### src/rtl/dcc_mul.sv
`timescale 1ns / 1ps
module dcc_mul #(
  parameter int unsigned W = 40
) (
  input  logic           clk,
  input  logic           rst,
  input  logic           start,
  input  logic [W-1:0]   a,
  input  logic [W-1:0]   b,
  output logic           busy,
  output logic           done,
  output logic [2*W-1:0] prod
);
  // shift-add multiplier, one multiplier bit per cycle, stops when no bits are left
  logic           run;
  logic [2*W-1:0] acc;
  logic [2*W-1:0] ash;
  logic [W-1:0]   bsh;

  always_ff @(posedge clk) begin
    if (rst) begin
      run <= 1'b0;
    end else if (start) begin
      run <= 1'b1;
    end else if (run && bsh == '0) begin
      run <= 1'b0;
    end
  end

  always_ff @(posedge clk) begin
    if (start) begin
      acc <= '0;
      ash <= {{W{1'b0}}, a};
      bsh <= b;
    end else if (run && bsh != '0) begin
      if (bsh[0]) begin
        acc <= acc + ash;
      end
      ash <= ash << 1;
      bsh <= bsh >> 1;
    end
  end

  assign busy = run;
  assign done = run && (bsh == '0);
  assign prod = acc;

endmodule

### config.mk
export PLATFORM = sky130hd
export DESIGN_NAME = dcc_mul
export DESIGN_NICKNAME = d
export VERILOG_FILES = /design/src/rtl/dcc_mul.sv
export SDC_FILE = /design/constraint.sdc
export NUM_CORES = 1
export LEC_CHECK = 0
export ABC_AREA = 1
export BUFFER_PORTS_ARGS = -buffer_cell sky130_fd_sc_hd__clkbuf_2
export CORE_MARGIN = 2
export CORE_UTILIZATION = 46
export DETAILED_ROUTE_END_ITERATION = 8
export PLACE_DENSITY = 0.7
export SLEW_MARGIN = 30
export SYNTH_ARGS = -nofsm -noshare
export SYNTH_HDL_FRONTEND = slang
export SYNTH_SLANG_ARGS = --single-unit
### constraint.sdc
create_clock -name clk -period 4.6 [get_ports clk]
set_input_delay 0.46 -clock clk [delete_from_list [all_inputs] [get_ports clk]]
set_output_delay 0.46 -clock clk [all_outputs]
set_load 0.05 [all_outputs]
==> run_results.csv, run 1 <==
group,metric,value,unit
place,globalplace.congestion,1.00,
routing,met2_length,19.5,mm
die,rows,66,
synthesis,synth_async_sr_flop_share,0,%
routing,drc,0,
grt,grt_pass1_vias,14067,
routing,routed_wirelength,47.8,mm
power_and_ir_drop,peakVddDrop,0.309,mV
routing,wl_per_cell,15.5,um
timing,max_freq,358,MHz
clock_network,numClockSinks,201,
clock_network,clock_latency,550,ps
grt,grt_pass1_wl,74.9,mm
flow_run,max-cap-violations,0,
die,initial_core_util,46.6,%
routing,ant_nets,0,
synthesis,synth_flop_cell,"dfxtp_1",
power_and_ir_drop,power_density,321,nW/um^2
timing,worst_pin_slew,861,ps
clock_network,cts_tree,"built",
timing,clock_skew,10.1,ps
die,core_area,32500,sq um
clock_network,cts_buffers,25,
routing,via_count,15126,
critical_path,crit_type,"flip-flop to flip-flop",
power_and_ir_drop,leakage,0.00918,uW
critical_path,cp-end-kind,"flip-flop",
final_layout,area_growth,13.7,%
timing,setup_tns,0,ps
timing,fin_crit,2800,ps
routing,dr_wl_met3,4.49,mm
routing,first_pass_iters,5,
routing,drt_iter0_markers,1115,
synthesis,synthCells,2471,
critical_path,slowest_delay,640,ps
clock_network,h-tree-depth,1,
routing,via_per_inst,4.92,
grt,grt_max_degree,89,
synthesis,yosys-top-cells-count,"nand2_1 (879), inv_1 (451), nor2_1 (284)",
synthesis,yosys.area.top_type,"nand2_1",
synthesis,yosysMostFrequentCell,"nand2_1",
die,die-area,34400,sq um
clock_network,post_cts_buffers,0,
critical_path,arrival,3240,ps
timing,finalHoldViolations,0,
synthesis,synth-edff-count,80,
timing,post-route-period-util,60.8,%
routing,wl_met1,23.0,mm
critical_path,path_delay_family,"buffers and inverters",
timing,drv_slew,0,
timing,setup_violations,0,
synthesis,yosys-top-cells-area,"nand2_1 (22%), dfxtp_1 (16%), edfxtp_1 (16%)",
grt,grt_overflow,0,
die,die_y,185,um
min_path,hp-start,"rst",
clock_network,clkTransAtPathRegs,60,ps
final_layout,fill_cells,3411,
clock_network,cts.hold.buffers_added,0,
min_path,min_path_type,"input pin to flip-flop",
critical_path,r2r_cells,13,
timing,slew_headroom,42.5,%
place,numPortBuffers,164,
critical_path,start_kind,"flip-flop",
synthesis,synth-seq-area-share,31.9,%
critical_path,cp_cell_sequence,"inv_1 > nand4_1 > nor2_1 > nand4_1 > nor2_1 > nor2_2 > buf_4 > nand2_4 > inv_2 > buf_4 > nand2_1 > o21ai_1 > inv_1",
grt,grtUsageTotal,28.0,%
critical_path,regToRegEndpoint,"prod[54]",
timing,rsz0062_at_grt,"false",
run_status,status,"finished, final reports clean",
critical_path,r2r_slack,1800,ps
min_path,min_to,"busy",
critical_path,r2r-start,"bsh[24]",
synthesis,ys_warn_count,0,
synthesis,synth_seq_cells,201,
grt,antenna_found_initial,0,
place,dp_hpwl,38.0,mm
final_layout,antennaDiodeCount,0,
die,ios,165,
critical_path,cp_slowest_cell,"inv_2",
clock_network,clockBufferDepth,3,
final_layout,drive_gt1_share,11.7,%
synthesis,synth_cell_types,35,
synthesis,syn_nets,2634,
final_layout,nets,2779,
synthesis,yosysTopAreaCellShare,21.8,%
critical_path,crit_path_max_fanout,46,
critical_path,required,5050,ps
clock_network,cts-root-buf,"clkbuf_16",
die,die_w,185,um
routing,dr.max_layer_used,"met4",
timing,fin_hold_ws,83.8,ps
synthesis,syn_avg_cell_area,6.12,sq um
power_and_ir_drop,p_total,5520,uW
critical_path,path_buf_inv,5,
clock_network,cts_resized,0,
synthesis,synth.cell_area,15100,sq um
min_path,holdPathStages,2,
[layer usage]
| layer | vias to the layer above | track usage (%) |
|---|---|---|
| met5 | - | 0 |
| met4 | 0 | 5.46 |
| met3 | 57 | 6.51 |
| met2 | 507 | 41.4 |
| met1 | 6713 | 41.4 |
| li1 | 7849 | - |
[how the worst max path moves through the flow]
stage	from	end	slack [ps]	cells past startpoint
finish	bsh[24]	prod[54]	1800	13
global route	bsh[24]	prod[47]	1510	13
CTS	bsh[38]	ash[27]	1540	7
detailed placement	bsh[38]	ash[27]	1570	7
global placement	bsh[39]	ash[28]	1630	7
floorplan	bsh[39]	ash[0]	1200	7
[power breakdown]
part	switching [uW]	internal, uW
clock network	819	1220
logic	941	397
registers	115	2030
[stage by stage]
stage / setup slack [ps] / cells / utilization, % / instance area, sq um
after global routing: 1510 / 3077 / 53.0 / 17200
after floorplan: 1200 / 2471 / - / 15100
final: 1800 / 3077 / 53.0 / 17200
after CTS: 1540 / 3076 / 52.9 / 17200
after detailed placement: 1570 / 3030 / 50.3 / 16300
after global placement: 1630 / 3030 / 50.3 / 16300
[logic make-up (layout without fill, tap and decap cells)]
logic type      after synthesis  in the layout  synth area share [%]
simple gates               1341           1341                  36.0
buf+inv                     522            686                  13.2
compound gates              286            286                  9.87
flops                       201            201                  31.9
fa+ha+maj                    80             80                  6.67
xor+xnor                     41             41                  2.37
[cell usage in the layout, fill, tap and decap left out, types with 26 or more instances in the layout]
master	netlist	final
clkbuf_2	0	163
edfxtp_1	80	80
xor2_1	29	29
o21ai_0	106	106
inv_1	451	450
nand3_1	72	72
nand2_1	879	878
nor2_1	284	284
ha_1	79	79
dfxtp_1	121	121
nand2_2	26	26
a21oi_1	154	154
[sequential cells by signal, summed over array words and instances (netlist names)]
register  flops
busy          1
ash          80
prod         80
bsh          40
[worst reg2reg max path: stages (launching register included)]
cell      delay (ps)
edfxtp_1         340
inv_1             60
nand4_1           80
nor2_1            70
nand4_1          110
nor2_1            80
nor2_2            80
buf_4            380
nand2_4           80
inv_2            640
buf_4            470
nand2_1          100
o21ai_1          150
inv_1             50
[cell type report]
cell class / instances / area [sq um] / share of cell area, %
timing repair buffer: 173 / 903 / 5.25
multi-input combinational: 1748 / 8320 / 48.4
sequential: 201 / 4820 / 28.0
clock inverter: 13 / 159 / 0.924
clock buffer: 33 / 686 / 3.99
tap: 442 / 553 / 3.22
inverter: 467 / 1750 / 10.2
Note: power is estimated with default switching activity, not from simulation.
==> run 2, diff against run 1 <==
- clock period: 4.6 -> 2.7 ns (I/O delays scaled with it)
==> run 2 against run 1 <==
Routed wire length rose by 11%; utilization rose by 3.4 points; non-clock buffer count rose by 118; critical path type unchanged; highest routed layer unchanged.
==> run_results.csv, run 2 (synthesized netlist as in run 1, its figures left out) <==
group,metric,value,unit
run_status,status,"finished, final reports clean",
grt,grtUsageTotal,30.9,%
clock_network,cts_buffers,25,
timing,finalHoldViolations,0,
critical_path,r2r-start,"ash[0]",
critical_path,regToRegEndpoint,"prod[60]",
die,die_y,185,um
critical_path,crit_type,"flip-flop to flip-flop",
power_and_ir_drop,power_density,520,nW/um^2
grt,grt_pass1_vias,14976,
min_path,holdPathStages,3,
final_layout,fill_cells,3284,
grt,grt_pass1_wl,82.0,mm
timing,post-route-period-util,93.6,%
flow_run,max-cap-violations,0,
routing,via_count,16044,
timing,max_freq,396,MHz
place,dp_hpwl,40.1,mm
timing,drv_slew,0,
routing,drt_iter0_markers,1338,
critical_path,required,3160,ps
die,ios,165,
die,initial_core_util,46.6,%
timing,slew_headroom,50.6,%
routing,via_per_inst,5.03,
die,core_area,32500,sq um
routing,wl_met1,25.4,mm
final_layout,drive_gt1_share,12.8,%
place,numPortBuffers,164,
routing,first_pass_iters,6,
critical_path,r2r_cells,16,
final_layout,final_cell_mix,"nand2_1 (873), inv_1 (450), nor2_1 (284)",
routing,drc,0,
grt,grt_overflow,0,
place,globalplace.congestion,0.982,
clock_network,cts-root-buf,"clkbuf_16",
die,rows,66,
critical_path,cp-end-kind,"flip-flop",
power_and_ir_drop,leakage,0.00970,uW
power_and_ir_drop,peakVddDrop,0.469,mV
min_path,min_to,"ash[34]",
grt,grt_max_degree,162,
final_layout,stdcell_count,3192,
routing,met2_length,21.8,mm
routing,ant_nets,0,
clock_network,cts_tree,"built",
critical_path,start_kind,"flip-flop",
die,die-area,34400,sq um
min_path,min_path_type,"input pin to flip-flop",
timing,clock_skew,14.9,ps
grt,antenna_found_initial,0,
final_layout,antennaDiodeCount,0,
routing,wl_per_cell,16.6,um
min_path,hp-start,"a[34]",
clock_network,h-tree-depth,1,
timing,setup_slack,173,ps
final_layout,area_growth,20.9,%
timing,rsz0062_at_grt,"false",
clock_network,numClockSinks,201,
final_layout,final_common_cell,"nand2_1",
routing,dr_wl_met3,4.82,mm
clock_network,clkTransAtPathRegs,60,ps
timing,worst_pin_slew,741,ps
timing,fin_crit,2530,ps
routing,routed_wirelength,53.0,mm
final_layout,nets,2897,
critical_path,r2r_slack,170,ps
routing,dr.max_layer_used,"met4",
critical_path,crit_path_max_fanout,4,
die,die_w,185,um
clock_network,clock_latency,570,ps
place,dp.cells,3072,
clock_network,clockBufferDepth,3,
place,dp_slack,-22.9,ps
power_and_ir_drop,p_total,9510,uW
timing,setup_violations,0,
critical_path,arrival,2980,ps
final_layout,final_core_util,56.4,%
## run 2: cell count changes in the layout (fill, tap and decap cells not counted), moves of 2 or more
cell           previous run  this run
clkbuf_8                  3         1
dlygate4sd3_1             0        77
nand2_2                  26        31
nand2_1                 878       873
clkinv_1                  2         0
buf_4                     9        46
buf_12                    1         5
clkbuf_1                  5         9
## run 2: per-layer routing
layer | global-route usage, % | vias up
met3 | 6.02 | 67
met1 | 45.7 | 7293
met4 | 6.13 | 0
met5 | 0 | -
li1 | - | 8094
met2 | 46.5 | 590
## run 2: critical path, cell delays in order (launching register included)
cell,delay [ps]
edfxtp_1,410
ha_2,220
fa_2,370
nand2_1,100
nand3_1,90
nand3_1,100
nand2_2,130
nand2_1,100
nand2_2,100
nand2_2,110
nand3_4,150
nand2_1,140
nand2_1,60
nand2_1,50
nand3_1,150
nand2_1,100
inv_1,40
## run 2: what timing repair did
action,4_1_cts,5_1_grt
endpoints found under the hold margin,77,0
setup buffers,0,0
hold buffers,77,0
resized for setup,1,10
setup endpoints to repair,1,12
## run 2: worst max-delay path by stage
stage / from / to / slack [ps] / cells past startpoint
final: ash[0] / prod[60] / 170 / 16
after global routing: ash[9] / prod[34] / 10 / 12
after CTS: ash[0] / prod[60] / 20 / 16
after detailed placement: ash[0] / prod[60] / -20 / 16
after global placement: ash[0] / prod[60] / -20 / 16
after floorplan: bsh[39] / ash[0] / 100 / 7
## run 2: per-stage QoR
stage                     hold WS [ps]  cell area, sq um  TNS (ps)
after floorplan                    339             15100         0
after global placement             428             16700     -19.0
after detailed placement           432             16700     -22.9
after CTS                        0.836             18300         0
after global routing              20.4             18300         0
final                             13.7             18300         0
## run 2: area by class of cell
class                   instances  area, sq um  share of cell area, %
clock buffers                  35          673                   3.68
clock inverters                 8          105                  0.575
flip-flops and latches        201         4820                   26.4
multi-input cells            1748         8350                   45.6
well taps                     442          553                   3.02
inverters                     467         1750                   9.59
repair buffers                291         2030                   11.1
## run 2: power by group
| group | internal [uW] | switching [uW] | leakage (uW) | total (uW) |
|---|---|---|---|---|
| registers | 3460 | 198 | 0.00182 | 3650 |
| logic | 819 | 1700 | 0.00750 | 2520 |
| clock network | 1930 | 1420 | 0.000384 | 3340 |
==> run 3, diff against run 2 <==
- PLACE_DENSITY: 0.7 -> 0.65
==> run 3 against run 2 <==
Critical path depth shrank 10; non-clock buffer count shrank 13; sequential cell count is the same; first-iteration DRC count shrank 9.3%; utilization shrank 0.20 points; fmax shrank 3.9%; combinational power shrank 2%; clock power grew 2%; highest routed layer unchanged.
==> run_results.csv, run 3 (synthesized netlist as in run 1, its figures left out) <==
group,metric,value,unit
timing,setup_tns,0,ps
clock_network,clockBufferDepth,3,
critical_path,required,2430,ps
routing,via_per_inst,4.97,
critical_path,worstSetupEndpoint,"done",
die,ios,165,
min_path,min_path_type,"input pin to flip-flop",
die,rows,66,
place,dpl_cell_area,16700,sq um
critical_path,crit_path_max_fanout,2,
die,die-area,34400,sq um
die,die_w,185,um
clock_network,numClockSinks,201,
grt,grt_pass1_wl,81.4,mm
routing,via_count,15819,
grt,grt_pass1_vias,14736,
timing,max_freq,380,MHz
routing,drt_iter0_markers,1213,
routing,drc,0,
place,dp_hpwl,41.2,mm
critical_path,arrival,2360,ps
clock_network,clock_latency,560,ps
critical_path,r2r_cells,10,
timing,fin_hold_ws,23.6,ps
timing,worst_pin_slew,617,ps
place,numPortBuffers,164,
power_and_ir_drop,power_density,524,nW/um^2
power_and_ir_drop,peakVddDrop,0.515,mV
die,core_area,32500,sq um
power_and_ir_drop,p_total,9550,uW
timing,post-route-period-util,97.4,%
critical_path,startpoint,"bsh[39]",
timing,clock_skew,16.8,ps
final_layout,area_growth,20.5,%
routing,first_pass_iters,5,
grt,grtUsageTotal,31.0,%
critical_path,start_kind,"flip-flop",
final_layout,drive_gt1_share,12.8,%
timing,drv_slew,0,
run_status,status,"finished, final reports clean",
timing,fin_crit,2630,ps
grt,antenna_found_initial,0,
routing,routed_wirelength,53.2,mm
critical_path,regToRegEndpoint,"prod[74]",
clock_network,cts-root-buf,"clkbuf_16",
timing,setup_violations,0,
clock_network,h-tree-depth,1,
place,globalplace.congestion,1.03,
final_layout,final_cell_mix,"nand2_1 (876), inv_1 (450), nor2_1 (282)",
clock_network,clkTransAtPathRegs,70,ps
timing,rsz0062_at_grt,"true",
final_layout,final_common_cell,"nand2_1",
grt,grt_max_degree,119,
critical_path,r2r_slack,120,ps
die,initial_core_util,46.6,%
flow_run,max-cap-violations,0,
clock_network,cts_buffers,25,
routing,wl_per_cell,16.7,um
final_layout,final_core_util,56.2,%
die,die_y,185,um
critical_path,cp-end-kind,"output pin",
grt,grt_overflow,0,
power_and_ir_drop,leakage,0.00967,uW
timing,finalHoldViolations,0,
critical_path,crit_type,"flip-flop to output pin",
final_layout,design_area,18200,sq um
routing,ant_nets,0,
clock_network,cts_tree,"built",
critical_path,r2r-start,"prod[67]",
final_layout,antennaDiodeCount,0,
final_layout,nets,2884,
timing,slew_headroom,58.8,%
## run 3: cell count changes in the layout (fill, tap and decap cells not counted), moves of 2 or more
cell           change
buf_4              -7
clkbuf_1           -5
clkbuf_8           +5
clkinvlp_4         +2
dlygate4sd3_1      -6
nand2_1            +3
nand2_2            -3
nor2_1             -2
nor2_2             +2
## run 3: report_power, final
part / internal (uW) / switching (uW) / total, uW
logic: 788 / 1690 / 2480
clock network: 1980 / 1440 / 3410
registers: 3450 / 195 / 3650
total: 6220 / 3330 / 9550
## run 3: worst max-delay path: stages (launching register included)
cell,delay [ps]
edfxtp_1,400
nor4_1,490
nand4_1,170
nor2_1,210
inv_1,80
nor2_1,150
clkbuf_2,310
## run 3: per-layer routing
| metal | wire (um) | track usage [%] | up-vias |
|---|---|---|---|
| met4 | 1140 | 6.70 | 0 |
| met3 | 4260 | 5.47 | 61 |
| met2 | 21700 | 46.4 | 547 |
| met5 | 0 | 0 | - |
| li1 | - | - | 8061 |
| met1 | 26100 | 46.1 | 7150 |
## run 3: what timing repair did
item	CTS	global route
resized for setup	0	9
endpoints found under the hold margin	71	0
setup endpoints to repair	0	14
hold buffers	71	0
setup buffers	0	0
## run 3: worst min-delay path by stage
| stage | startpoint | endpoint | slack, ps | depth (start not counted) |
|---|---|---|---|---|
| after floorplan | rst | busy | 340 | 1 |
| after global placement | rst | busy | 450 | 2 |
| after detailed placement | rst | busy | 460 | 2 |
| after CTS | a[30] | ash[30] | 2 | 3 |
| after global routing | b[0] | bsh[0] | 10 | 3 |
| final | b[0] | bsh[0] | 20 | 3 |
## run 3: stage by stage
stage / std cells / worst slack (ps)
global placement: 3065 / 40.2
floorplan: 2471 / 97.5
global route: 3182 / 4.36
CTS: 3182 / 7.19
detailed placement: 3065 / 29.0
finish: 3182 / 71.2
## run 3: layout make-up
class / count / area [sq um]
Fill cell: 3308 / 14200
Timing Repair Buffer: 278 / 1920
Clock buffer: 35 / 723
Clock inverter: 11 / 103
Sequential cell: 201 / 4820
Inverter: 467 / 1750
Tap cell: 442 / 553
Multi-Input combinational cell: 1748 / 8350
